### src/rtl/bgr_pkg.sv
`timescale 1ns / 1ps
// shared constants, types and helpers for the grbg nearest-neighbor demosaic
// no dependencies
package bgr_pkg;

  localparam int MAX_WIDTH  = 1024;
  localparam int MAX_HEIGHT = 1024;
  localparam int PIX_W      = 8;
  localparam int COORD_W    = 10;
  localparam int SIZE_W     = 11;
  localparam int PAIR_DEPTH = MAX_WIDTH / 2;
  localparam int PAIR_AW    = $clog2(PAIR_DEPTH);
  localparam int PAIR_W     = 2 * PIX_W;
  localparam int CFG_IDX_W  = 1;

  localparam logic [CFG_IDX_W-1:0] REG_FRAME_WIDTH  = 1'd0;
  localparam logic [CFG_IDX_W-1:0] REG_FRAME_HEIGHT = 1'd1;

  localparam logic [SIZE_W-1:0] WIDTH_RESET  = 11'd640;
  localparam logic [SIZE_W-1:0] HEIGHT_RESET = 11'd480;

  typedef struct packed {
    logic [PIX_W-1:0]   red;
    logic [PIX_W-1:0]   green;
    logic [PIX_W-1:0]   blue;
    logic [COORD_W-1:0] x;
    logic [COORD_W-1:0] y;
  } blk_t;

  function automatic logic [SIZE_W-1:0] eff_size(input logic [SIZE_W-1:0] val,
                                                 input logic [SIZE_W-1:0] cap);
    logic [SIZE_W-1:0] v;
    v = {val[SIZE_W-1:1], 1'b0};
    if (v == '0) v = SIZE_W'(2);
    if (v > cap) v = {cap[SIZE_W-1:1], 1'b0};
    return v;
  endfunction

endpackage

### src/rtl/bgr_burst.sv
`timescale 1ns / 1ps
// output register that spreads one block color over its four pixels
// depends on bgr_pkg
module bgr_burst
  import bgr_pkg::*;
(
  input  logic               clk,
  input  logic               rst_n,
  input  logic               blk_valid,
  input  blk_t               blk,
  output logic               blk_take,
  output logic               out_valid,
  input  logic               out_ready,
  output logic [PIX_W-1:0]   out_red,
  output logic [PIX_W-1:0]   out_green,
  output logic [PIX_W-1:0]   out_blue,
  output logic [COORD_W-1:0] out_x,
  output logic [COORD_W-1:0] out_y,
  output logic               out_last
);

  logic       valid_r;
  logic [1:0] cnt_r;
  blk_t       blk_r;
  logic       done;

  assign out_last = (cnt_r == 2'd3);
  assign done     = valid_r && out_ready && out_last;
  assign blk_take = blk_valid && (!valid_r || done);

  always_ff @(posedge clk) begin
    if (!rst_n) begin
      valid_r <= 1'b0;
      cnt_r   <= '0;
    end else if (blk_take) begin
      valid_r <= 1'b1;
      cnt_r   <= '0;
    end else if (valid_r && out_ready) begin
      if (out_last) valid_r <= 1'b0;
      cnt_r <= cnt_r + 2'd1;
    end
  end

  always_ff @(posedge clk) begin
    if (blk_take) blk_r <= blk;
  end

  // order: upper left, upper right, lower left, lower right
  assign out_valid = valid_r;
  assign out_red   = blk_r.red;
  assign out_green = blk_r.green;
  assign out_blue  = blk_r.blue;
  assign out_x     = {blk_r.x[COORD_W-1:1], cnt_r[0]};
  assign out_y     = {blk_r.y[COORD_W-1:1], cnt_r[1]};

endmodule
### config.mk
export PLATFORM = sky130hd
export DESIGN_NAME = bgr_burst
export DESIGN_NICKNAME = d
export VERILOG_FILES = /design/src/rtl/bgr_pkg.sv /design/src/rtl/bgr_burst.sv
export SDC_FILE = /design/constraint.sdc
export NUM_CORES = 1
export LEC_CHECK = 0
export BUFFER_PORTS_ARGS = -buffer_cell sky130_fd_sc_hd__buf_2
export CAP_MARGIN = 20
export CORE_MARGIN = 2
export CORE_UTILIZATION = 40
export CTS_CLUSTER_DIAMETER = 30
export CTS_CLUSTER_SIZE = 8
export DETAILED_ROUTE_END_ITERATION = 10
export PLACE_DENSITY = 0.77
export SLEW_MARGIN = 20
export SYNTH_ARGS = -nofsm -noshare
export SYNTH_HDL_FRONTEND = slang
export SYNTH_SLANG_ARGS = --single-unit
### constraint.sdc
create_clock -name clk -period 2.6 [get_ports clk]
set_input_delay 0.52 -clock clk [delete_from_list [all_inputs] [get_ports clk]]
set_output_delay 0.52 -clock clk [all_outputs]
set_load 0.03 [all_outputs]
==> qor.yml <==
syn_to_final_growth_pct: 44.6
status: "completed"
initial_core_util: 0.420
min_period_over_period: 0.768
drc: 0
grt_usage: 0.132
num_vias: 897
ys_ff_latch: 45
grt_start_max_net_pins: 43
multi_input_area_um2: 85.1
ys_top_cells_by_area: "edfxtp_1 (89%), dfxtp_1 (4.3%), a21bo_2 (1.4%), a221oi_1 (1.2%), ha_1 (0.89%)"
first_iter_violations: 13
grt_pass1_wl_mm: 3.88
num-nets-final: 206
drv_cap: 0
cts_tree: "yes"
postCtsHoldBufs: 0
place.gp.congestion: 0.673
die_h_um: 63.4
htree_levels: 2
antenna_left: 0
post-cts-setup-buffers: 0
cts_buffers: 5
wl_per_cell_um: 12.3
cts_sinks: 45
io_buffers: 92
fin_worst_skew_ns: 0.00846
critPathLaunch: "cnt_r[0]"
endpoint_kind: "output pin"
finalCriticalPeriod_ns: 2.00
rows: 21
synth_cell_types: 11
dieArea_um2: 4020
clkLatencyLatePin_ns: 0.34
finalHoldViolations: 0
grt_pass1_vias: 885
min_path_type: "input port to register"
synthesis.nets: 106
drt_wl_total_mm: 2.50
n_antenna_cell: 0
stdcell_count: 204
required_ns: 2.08
slew_violations: 0
layout-drive-gt1-share: 0.658
grt_overflow: 0
ys_warn_count: 0
synthesis.area_um2: 1410
r2r_start: "cnt_r[1]"
synth_area_per_cell_um2: 24.8
fill_cells: 294
cp.arrival_ns: 1.48
synthCells: 57
synth-seq-area-share: 0.935
slowest_delay_ns: 0.35
synth_top_area_cell: "edfxtp_1"
worstMarginPinSlew_ns: 0.505
cellPowerDensity_nw_per_um2: 744
synth_top_area_share: 0.893
die_x_um: 63.4
clk_pin_slew_ns: 0.12
cts_resized: 0
setup_viol: 0
antenna_found_initial: 0
seqCellArea_um2: 1320
worstPathCellList: "ha_1, a21bo_1, and2_2, buf_2"
viasPerCell: 4.40
ios: 95
rsz0062_at_grt: "no"
max_slew_margin: 0.664
worst_setup_path_start_kind: "register"
fp.coreArea_um2: 3360
path_delay_family: "flip-flops"
slowest_stage: "dfxtp_1"
p_leak_uw: 0.000898
hp-start: "blk[9]"
max_freq_ghz: 0.501
drt_pass1_iterations: 3
clk_path_buf_depth: 2
cts_root_buffer: "clkbuf_4"
ir_drop_mv: 0.432
critPathMaxFanout: 4
setup_tns_ns: 0
dpl.cell_count: 196
crit_type: "register to output pin"
cp_num_buf_inv: 1
-- metal layers --
layer,routed length (µm),share of wire,global-route usage,vias to the layer above
li1,-,-,-,426
met1,931,0.37,0.141,407
met2,1240,0.50,0.218,56
met3,280,0.11,0.0589,8
met4,51,0.020,0.0734,0
met5,0,0,0,-
-- synthesized netlist by cell type (all sizes together) --
| library cell | number |
|---|---|
| nand3b | 1 |
| a21bo | 3 |
| edfxtp | 42 |
| ha | 1 |
| nand3 | 1 |
| dfxtp | 3 |
| inv | 2 |
| a221oi | 2 |
| a21oi | 1 |
| and2 | 1 |
-- worst register-to-register path, cell delays in order (launching register included) --
cell and delay, ns:
dfxtp_1 0.38, ha_1 0.19, a21bo_1 0.16, and2_2 0.16
buf_4 0.43
-- registers in the layout, indices dropped and copies added (netlist names) --
signal	cells
out_x	9
out_y	9
out_blue	8
out_green	8
out_red	8
cnt_r	2
out_valid	1
-- final timing paths --
path              end  slack (ns)  cells after the start
max          blk_take        0.60                      4
min          out_y[9]        0.34                      1
max reg2reg  out_x[1]        0.93                      4
min reg2reg  cnt_r[1]        0.58                      2
-- layout make-up --
cell class | count | share of cell area
Clock buffer | 5 | 0.0184
Clock inverter | 3 | 0.0319
Inverter | 2 | 0.00368
Multi-Input combinational cell | 10 | 0.0417
Sequential cell | 45 | 0.647
Tap cell | 46 | 0.0282
Timing Repair Buffer | 93 | 0.229
-- kinds of logic after synthesis --
logic type,after synthesis,share of synthesized area
fa+ha+maj,1,0.00886
simple gates,3,0.0133
compound gates,6,0.0372
flops,45,0.935
buf+inv,2,0.00532
-- cells in the final DEF, fill, tap and decap left out, types with 2 or more instances in the layout --
cell	netlist	final
a221oi_1	2	2
bufinv_16	0	2
inv_1	2	2
a21bo_2	2	2
buf_2	0	92
dfxtp_1	3	3
edfxtp_1	42	42
clkbuf_4	0	5
-- report_power, final --
group	total [µW]	leakage [µW]	internal, µW	switching [µW]
clock network	502	0.0000552	298	204
registers	847	0.000425	837	9.86
logic	171	0.000418	53.3	117
total	1520	0.000898	1190	331
-- through the flow --
stage | setup slack, ns | instance area [µm²] | utilization | total power (µW) | hold slack (ns)
after floorplan | 0.250 | 1410 | - | 963 | 0.619
after global placement | 0.851 | 1940 | 0.577 | 1030 | 0.530
after detailed placement | 0.813 | 1940 | 0.577 | 1040 | 0.571
after CTS | 0.574 | 2040 | 0.607 | 1540 | 0.315
after global routing | 0.497 | 2040 | 0.607 | 1580 | 0.300
final | 0.604 | 2040 | 0.607 | 1520 | 0.339
Note: power is estimated with default switching activity, not from simulation.
