$ cat config.mk
export PLATFORM = sky130hd
export DESIGN_NAME = bgr_front
export DESIGN_NICKNAME = d
export VERILOG_FILES = /design/src/rtl/bgr_pkg.sv /design/src/rtl/bgr_front.sv
export SDC_FILE = /design/constraint.sdc
export NUM_CORES = 1
export LEC_CHECK = 0
export BUFFER_PORTS_ARGS = -buffer_cell sky130_fd_sc_hd__buf_4
export CAP_MARGIN = 10
export CELL_PAD_IN_SITES_DETAIL_PLACEMENT = 0
export CELL_PAD_IN_SITES_GLOBAL_PLACEMENT = 1
export CORE_MARGIN = 5
export CORE_UTILIZATION = 38
export CTS_BUF_LIST = sky130_fd_sc_hd__clkbuf_2
export DETAILED_ROUTE_END_ITERATION = 8
export HOLD_SLACK_MARGIN = 0.02
export PLACE_DENSITY_LB_ADDON = 0.1
export RECOVER_POWER = 25
export SLEW_MARGIN = 20
export SYNTH_ARGS = -nofsm -noshare
export SYNTH_HDL_FRONTEND = slang
export SYNTH_SLANG_ARGS = --single-unit
$ cat constraint.sdc
create_clock -name clk -period 4.4 [get_ports clk]
set_input_delay 0.22 -clock clk [delete_from_list [all_inputs] [get_ports clk]]
set_output_delay 0.22 -clock clk [all_outputs]
set_load 0.01 [all_outputs]
$ cat src/rtl/bgr_pkg.sv
`timescale 1ns / 1ps
// shared constants, types and helpers for the grbg nearest-neighbor demosaic
// no dependencies
package bgr_pkg;

  localparam int MAX_WIDTH  = 1024;
  localparam int MAX_HEIGHT = 1024;
  localparam int PIX_W      = 8;
  localparam int COORD_W    = 10;
  localparam int SIZE_W     = 11;
  localparam int PAIR_DEPTH = MAX_WIDTH / 2;
  localparam int PAIR_AW    = $clog2(PAIR_DEPTH);
  localparam int PAIR_W     = 2 * PIX_W;
  localparam int CFG_IDX_W  = 1;

  localparam logic [CFG_IDX_W-1:0] REG_FRAME_WIDTH  = 1'd0;
  localparam logic [CFG_IDX_W-1:0] REG_FRAME_HEIGHT = 1'd1;

  localparam logic [SIZE_W-1:0] WIDTH_RESET  = 11'd640;
  localparam logic [SIZE_W-1:0] HEIGHT_RESET = 11'd480;

  typedef struct packed {
    logic [PIX_W-1:0]   red;
    logic [PIX_W-1:0]   green;
    logic [PIX_W-1:0]   blue;
    logic [COORD_W-1:0] x;
    logic [COORD_W-1:0] y;
  } blk_t;

  function automatic logic [SIZE_W-1:0] eff_size(input logic [SIZE_W-1:0] val,
                                                 input logic [SIZE_W-1:0] cap);
    logic [SIZE_W-1:0] v;
    v = {val[SIZE_W-1:1], 1'b0};
    if (v == '0) v = SIZE_W'(2);
    if (v > cap) v = {cap[SIZE_W-1:1], 1'b0};
    return v;
  endfunction

endpackage

$ cat src/rtl/bgr_front.sv
`timescale 1ns / 1ps
// sample intake: raster counters, pair store access and blue hold stage
// depends on bgr_pkg; drives an external bgr_ram
module bgr_front
  import bgr_pkg::*;
(
  input  logic               clk,
  input  logic               rst_n,
  input  logic               in_valid,
  input  logic [PIX_W-1:0]   in_sample,
  output logic               in_ready,
  input  logic [SIZE_W-1:0]  w_eff,
  input  logic [SIZE_W-1:0]  h_eff,
  output logic               ram_we,
  output logic [PAIR_AW-1:0] ram_waddr,
  output logic [PAIR_W-1:0]  ram_wdata,
  output logic               ram_re,
  output logic [PAIR_AW-1:0] ram_raddr,
  input  logic [PAIR_W-1:0]  ram_rdata,
  output logic               blk_valid,
  output blk_t               blk,
  input  logic               blk_take
);

  logic [COORD_W-1:0] col_r, col_nxt;
  logic [COORD_W-1:0] row_r, row_nxt;
  logic               s1_valid_r, s1_valid_nxt;
  logic [PIX_W-1:0]   s1_blue_r;
  logic [COORD_W-1:0] s1_x_r, s1_y_r;
  logic [PIX_W-1:0]   green_r;
  logic               green_rd_r;
  logic [PIX_W-1:0]   green_old;
  logic               accept, is_blue, even_row;
  logic [SIZE_W-1:0]  col_p1, row_p1;

  assign in_ready = !s1_valid_r || blk_take;
  assign accept   = in_valid && in_ready;
  assign even_row = !row_r[0];
  assign is_blue  = row_r[0] && !col_r[0];

  // after a blue the row may wrap mid-line, then the green comes back from the store
  assign green_old = green_rd_r ? ram_rdata[PIX_W-1:0] : green_r;

  // pair store: green in low byte, red in high byte
  assign ram_we    = accept && even_row;
  assign ram_waddr = col_r[COORD_W-1:1];
  assign ram_wdata = col_r[0] ? {in_sample, green_old} : {{PIX_W{1'b0}}, in_sample};
  assign ram_re    = accept && is_blue;
  assign ram_raddr = col_r[COORD_W-1:1];

  always_comb begin
    col_p1  = {1'b0, col_r} + SIZE_W'(1);
    row_p1  = {1'b0, row_r};
    col_nxt = col_p1[COORD_W-1:0];
    if (col_p1 >= w_eff) begin
      col_nxt = '0;
      row_p1  = {1'b0, row_r} + SIZE_W'(1);
    end
    row_nxt = (row_p1 >= h_eff) ? '0 : row_p1[COORD_W-1:0];
  end

  always_comb begin
    s1_valid_nxt = s1_valid_r;
    if (blk_take) s1_valid_nxt = 1'b0;
    if (accept && is_blue) s1_valid_nxt = 1'b1;
  end

  always_ff @(posedge clk) begin
    if (!rst_n) begin
      col_r      <= '0;
      row_r      <= '0;
      s1_valid_r <= 1'b0;
      green_rd_r <= 1'b0;
    end else begin
      s1_valid_r <= s1_valid_nxt;
      if (accept) begin
        col_r <= col_nxt;
        row_r <= row_nxt;
      end
      if (accept && is_blue) green_rd_r <= 1'b1;
      else if (accept && even_row && !col_r[0]) green_rd_r <= 1'b0;
    end
  end

  always_ff @(posedge clk) begin
    if (accept && even_row && !col_r[0]) green_r <= in_sample;
    if (accept && is_blue) begin
      s1_blue_r <= in_sample;
      s1_x_r    <= col_r;
      s1_y_r    <= row_r;
    end
  end

  assign blk_valid = s1_valid_r;
  assign blk.red   = ram_rdata[PAIR_W-1:PIX_W];
  assign blk.green = ram_rdata[PIX_W-1:0];
  assign blk.blue  = s1_blue_r;
  assign blk.x     = s1_x_r;
  assign blk.y     = s1_y_r;

endmodule

==> results.md <==
- Status: finished, final reports clean
- Post-synth top cells: edfxtp_1, buf_4, inv_1, ha_1, dfxtp_1
- Largest net degree at the start of global routing: 31
- Ys Warns: 0
- Sequential Area: 0.001531 mm²
- Flops & latches, synth: 58
- CTS tree: done
- Total power: 1.109 mW
- Maximum vdd drop: 0.0001319 V
- Largest family of logic cells by synthesized area: compound AO/OA/AOI/OAI gates
- Reg2Reg Setup Slack: 170 ps
- Die area: 0.01099 mm²
- Total CTS buffers: 9
- Ys flop type: edfxtp_1
- Final setup TNS: 0 ps
- Final nets: 515
- Crit path time final: 4230 ps
- WL per Instance: 15.43 µm
- Via count: 2759
- Site Rows: 34
- Drt drc: 0
- Critical path endpoint: row_r[0]
- Chip width: 104.8 µm
- Vias in the first global route: 2659
- Final instance area: 0.004476 mm²
- Layout Area Growth over Synthesis: 31.03%
- Overflow after GRT: 0
- Headroom to the max-slew limit: 40.87%
- Final period utilization: 96.13%
- Final Slew Violations: 0
- Routed Antenna Nets: 0
- Post-synth ARST share: 0%
- Initial Util: 39.17%
- Mapped Cells: 332
- Post-Synth Adder-Cell Area: 8.791%
- Simple-gate portion of the synthesized area: 13.44%
- Worst-path clk slew: 160 ps
- Post-synthesis cell type with the largest combined area: edfxtp_1
- Post-synth EDFFs: 36
- Post-synthesis compound-gate area fraction: 13.96%
- Boundary Pins: 132
- TritonRoute pass-1 iters: 4
- Clock root buffer: clkbuf_2
- Post-synthesis xor/xnor area fraction: 4.359%
- F_max: 236.4 MHz
- Setup Skew: 11.00 ps
- Buffer levels on the longest clock path: 2
- CP Max Fanout: 11
- Nature of the critical path endpoint: register
- First-pass GRT wire length: 13.43 mm
- Crit. Startpoint: col_r[1]
- Placed inst area: 0.004146 mm²
- Pre-CTS setup slack: 58.27 ps
- Ranking of synthesized cells by area: edfxtp_1, dfxtp_1, ha_1
- Critical path class: reg2reg
- Antenna violations before repair: 1
- Syn avg cell area: 10.29 µm²
- Tot GR Track Use: 15.12%
- Leak pwr: 2.053 nW
- Cell Area, Synth: 0.003416 mm²
- Reg2reg end: row_r[0]
- Netlist cell types: 50
- Clk_lat worst skew: 460 ps
- Post-route worst setup slack: 170.4 ps
- Post-Syn Nets: 406
- Post-synth top area share: 31.65%
- Detail Placement HPWL: 6.116 mm
- Mux share of post-synthesis cell area: 3.004%
- HP Class: in2reg
- Max capacitance violation total: 0
- Reg2reg start: col_r[1]
- GP Congestion: 0.8009
- Most numerous cell in the Yosys netlist: edfxtp_1
- Final Hold Viols: 0
- Clk sink count: 58
- Data arrival, critical path: 4600 ps
- Critical Path RT: 4770 ps
- CP Launch Type: register
- Buffers added on ports: 115
- Die H: 104.8 µm
- Worst Tran Pin Value: 884.8 ps
- WHS: 121.5 ps
- R2R depth: 19
- Core Box Area: 0.008721 mm²
- Power Dens Cells: 247.8 mW/mm²
- Share of layout cells above drive strength 1: 34.75%
- Area of the multi-input gates: 0.001543 mm²
- Via density: 4.971
- Maximum level of the CTS H-tree: 3
- Post-synthesis sequential area ratio: 44.54%
- Initial DRC count: 65
- FILL cells: 824
- Setup Viol. Count Final: 0
- Routed WL: 8.566 mm
## report_power, final
group / leakage, nW / internal [mW] / total, mW / switching, mW
registers: 0.538 / 0.581 / 0.585 / 0.00356
logic: 1.43 / 0.0721 / 0.141 / 0.0692
clock network: 0.0810 / 0.187 / 0.383 / 0.196
total: 2.05 / 0.840 / 1.11 / 0.269
## metrics by stage
stage | cells | utilization [%]
2_1_floorplan | 332 | -
3_3_place_gp | 514 | 47.55
3_5_place_dp | 514 | 47.55
4_1_cts | 540 | 50.20
5_1_grt | 555 | 51.32
6_report | 555 | 51.32
## worst max-delay path: stages, from the launching register on
cell and delay (ps):
dfxtp_4 390, ha_1 230, and3_4 200, and3_1 180, xor2_1 150, ha_1 310, nand4_1 230, nor2_2 240
buf_4 130, inv_1 60, o31ai_4 280, xor2_1 120, ha_1 300, and4_1 170, o21ai_0 70, o211ai_1 280
a21oi_1 120, buf_4 190, and2_2 200, mux2_2 250
## worst min-delay path by stage
stage	start	depth (start not counted)	slack (ps)	end
after floorplan	in_sample[0]	0	320	green_r[0]
after global placement	in_sample[2]	1	430	s1_blue_r[2]
after detailed placement	in_sample[1]	1	430	s1_blue_r[1]
after CTS	blk_take	3	70	blk_valid
after global routing	blk_take	3	70	blk_valid
final	blk_take	3	120	blk_valid
## cells by family (layout without fill, tap and decap cells)
kind of cell	count (synthesis)	count (layout)
AO/OA/AOI/OAI	64	65
XOR/XNOR	17	17
adder cells (fa/ha/maj)	24	24
buffers and inverters	72	185
flip-flops	58	58
multiplexers	10	10
other	0	1
AND/OR/NAND/NOR	87	87
## repair_timing
item                                    in CTS  in global routing
endpoints found under the setup margin       0                 10
gates resized for setup                      0                 17
setup buffers                                0                 13
hold endpoints to repair                    18                  0
hold buffers                                10                  0
## state kept, by name (all words and copies together) (netlist names)
name        count
green_rd_r      1
s1_y_r         10
green_r         8
row_r          10
s1_blue_r       8
col_r          10
blk_valid       1
s1_x_r         10
## layer usage
metal	wire length (µm)	vias to the layer above	GRT usage (%)
li1	-	1386	-
met1	3752	1277	19.24
met2	4167	87	24.10
met3	520	9	4.624
met4	125	0	5.753
met5	0	-	0
## cell type report
| type | count | share of cell area [%] |
|---|---|---|
| multi-input cells | 203 | 34.47 |
| clock buffers | 10 | 1.118 |
| repair buffers | 142 | 23.04 |
| clock inverters | 6 | 1.817 |
| flip-flops and latches | 58 | 34.22 |
| inverters | 27 | 2.264 |
| well taps | 108 | 3.019 |
| diodes | 1 | 0.05591 |
## placed cells by master, fill, tap and decap left out, drive strengths merged, types with 2 or more instances in the layout
master / count
a211o: 4
a211oi: 4
a21o: 4
a21oi: 14
a22o: 9
a31oi: 5
and2: 11
and3: 8
and4: 3
buf: 116
bufinv: 2
clkbuf: 26
clkinv: 4
dfxtp: 22
dlygate4sd3: 10
edfxtp: 36
ha: 24
inv: 27
mux2: 2
mux2i: 8
nand2: 17
nand2b: 5
nand3: 12
nand4: 5
nor2: 22
o211ai: 5
o21ai: 9
xnor2: 10
xor2: 7
(Power assumes the default switching activity.)
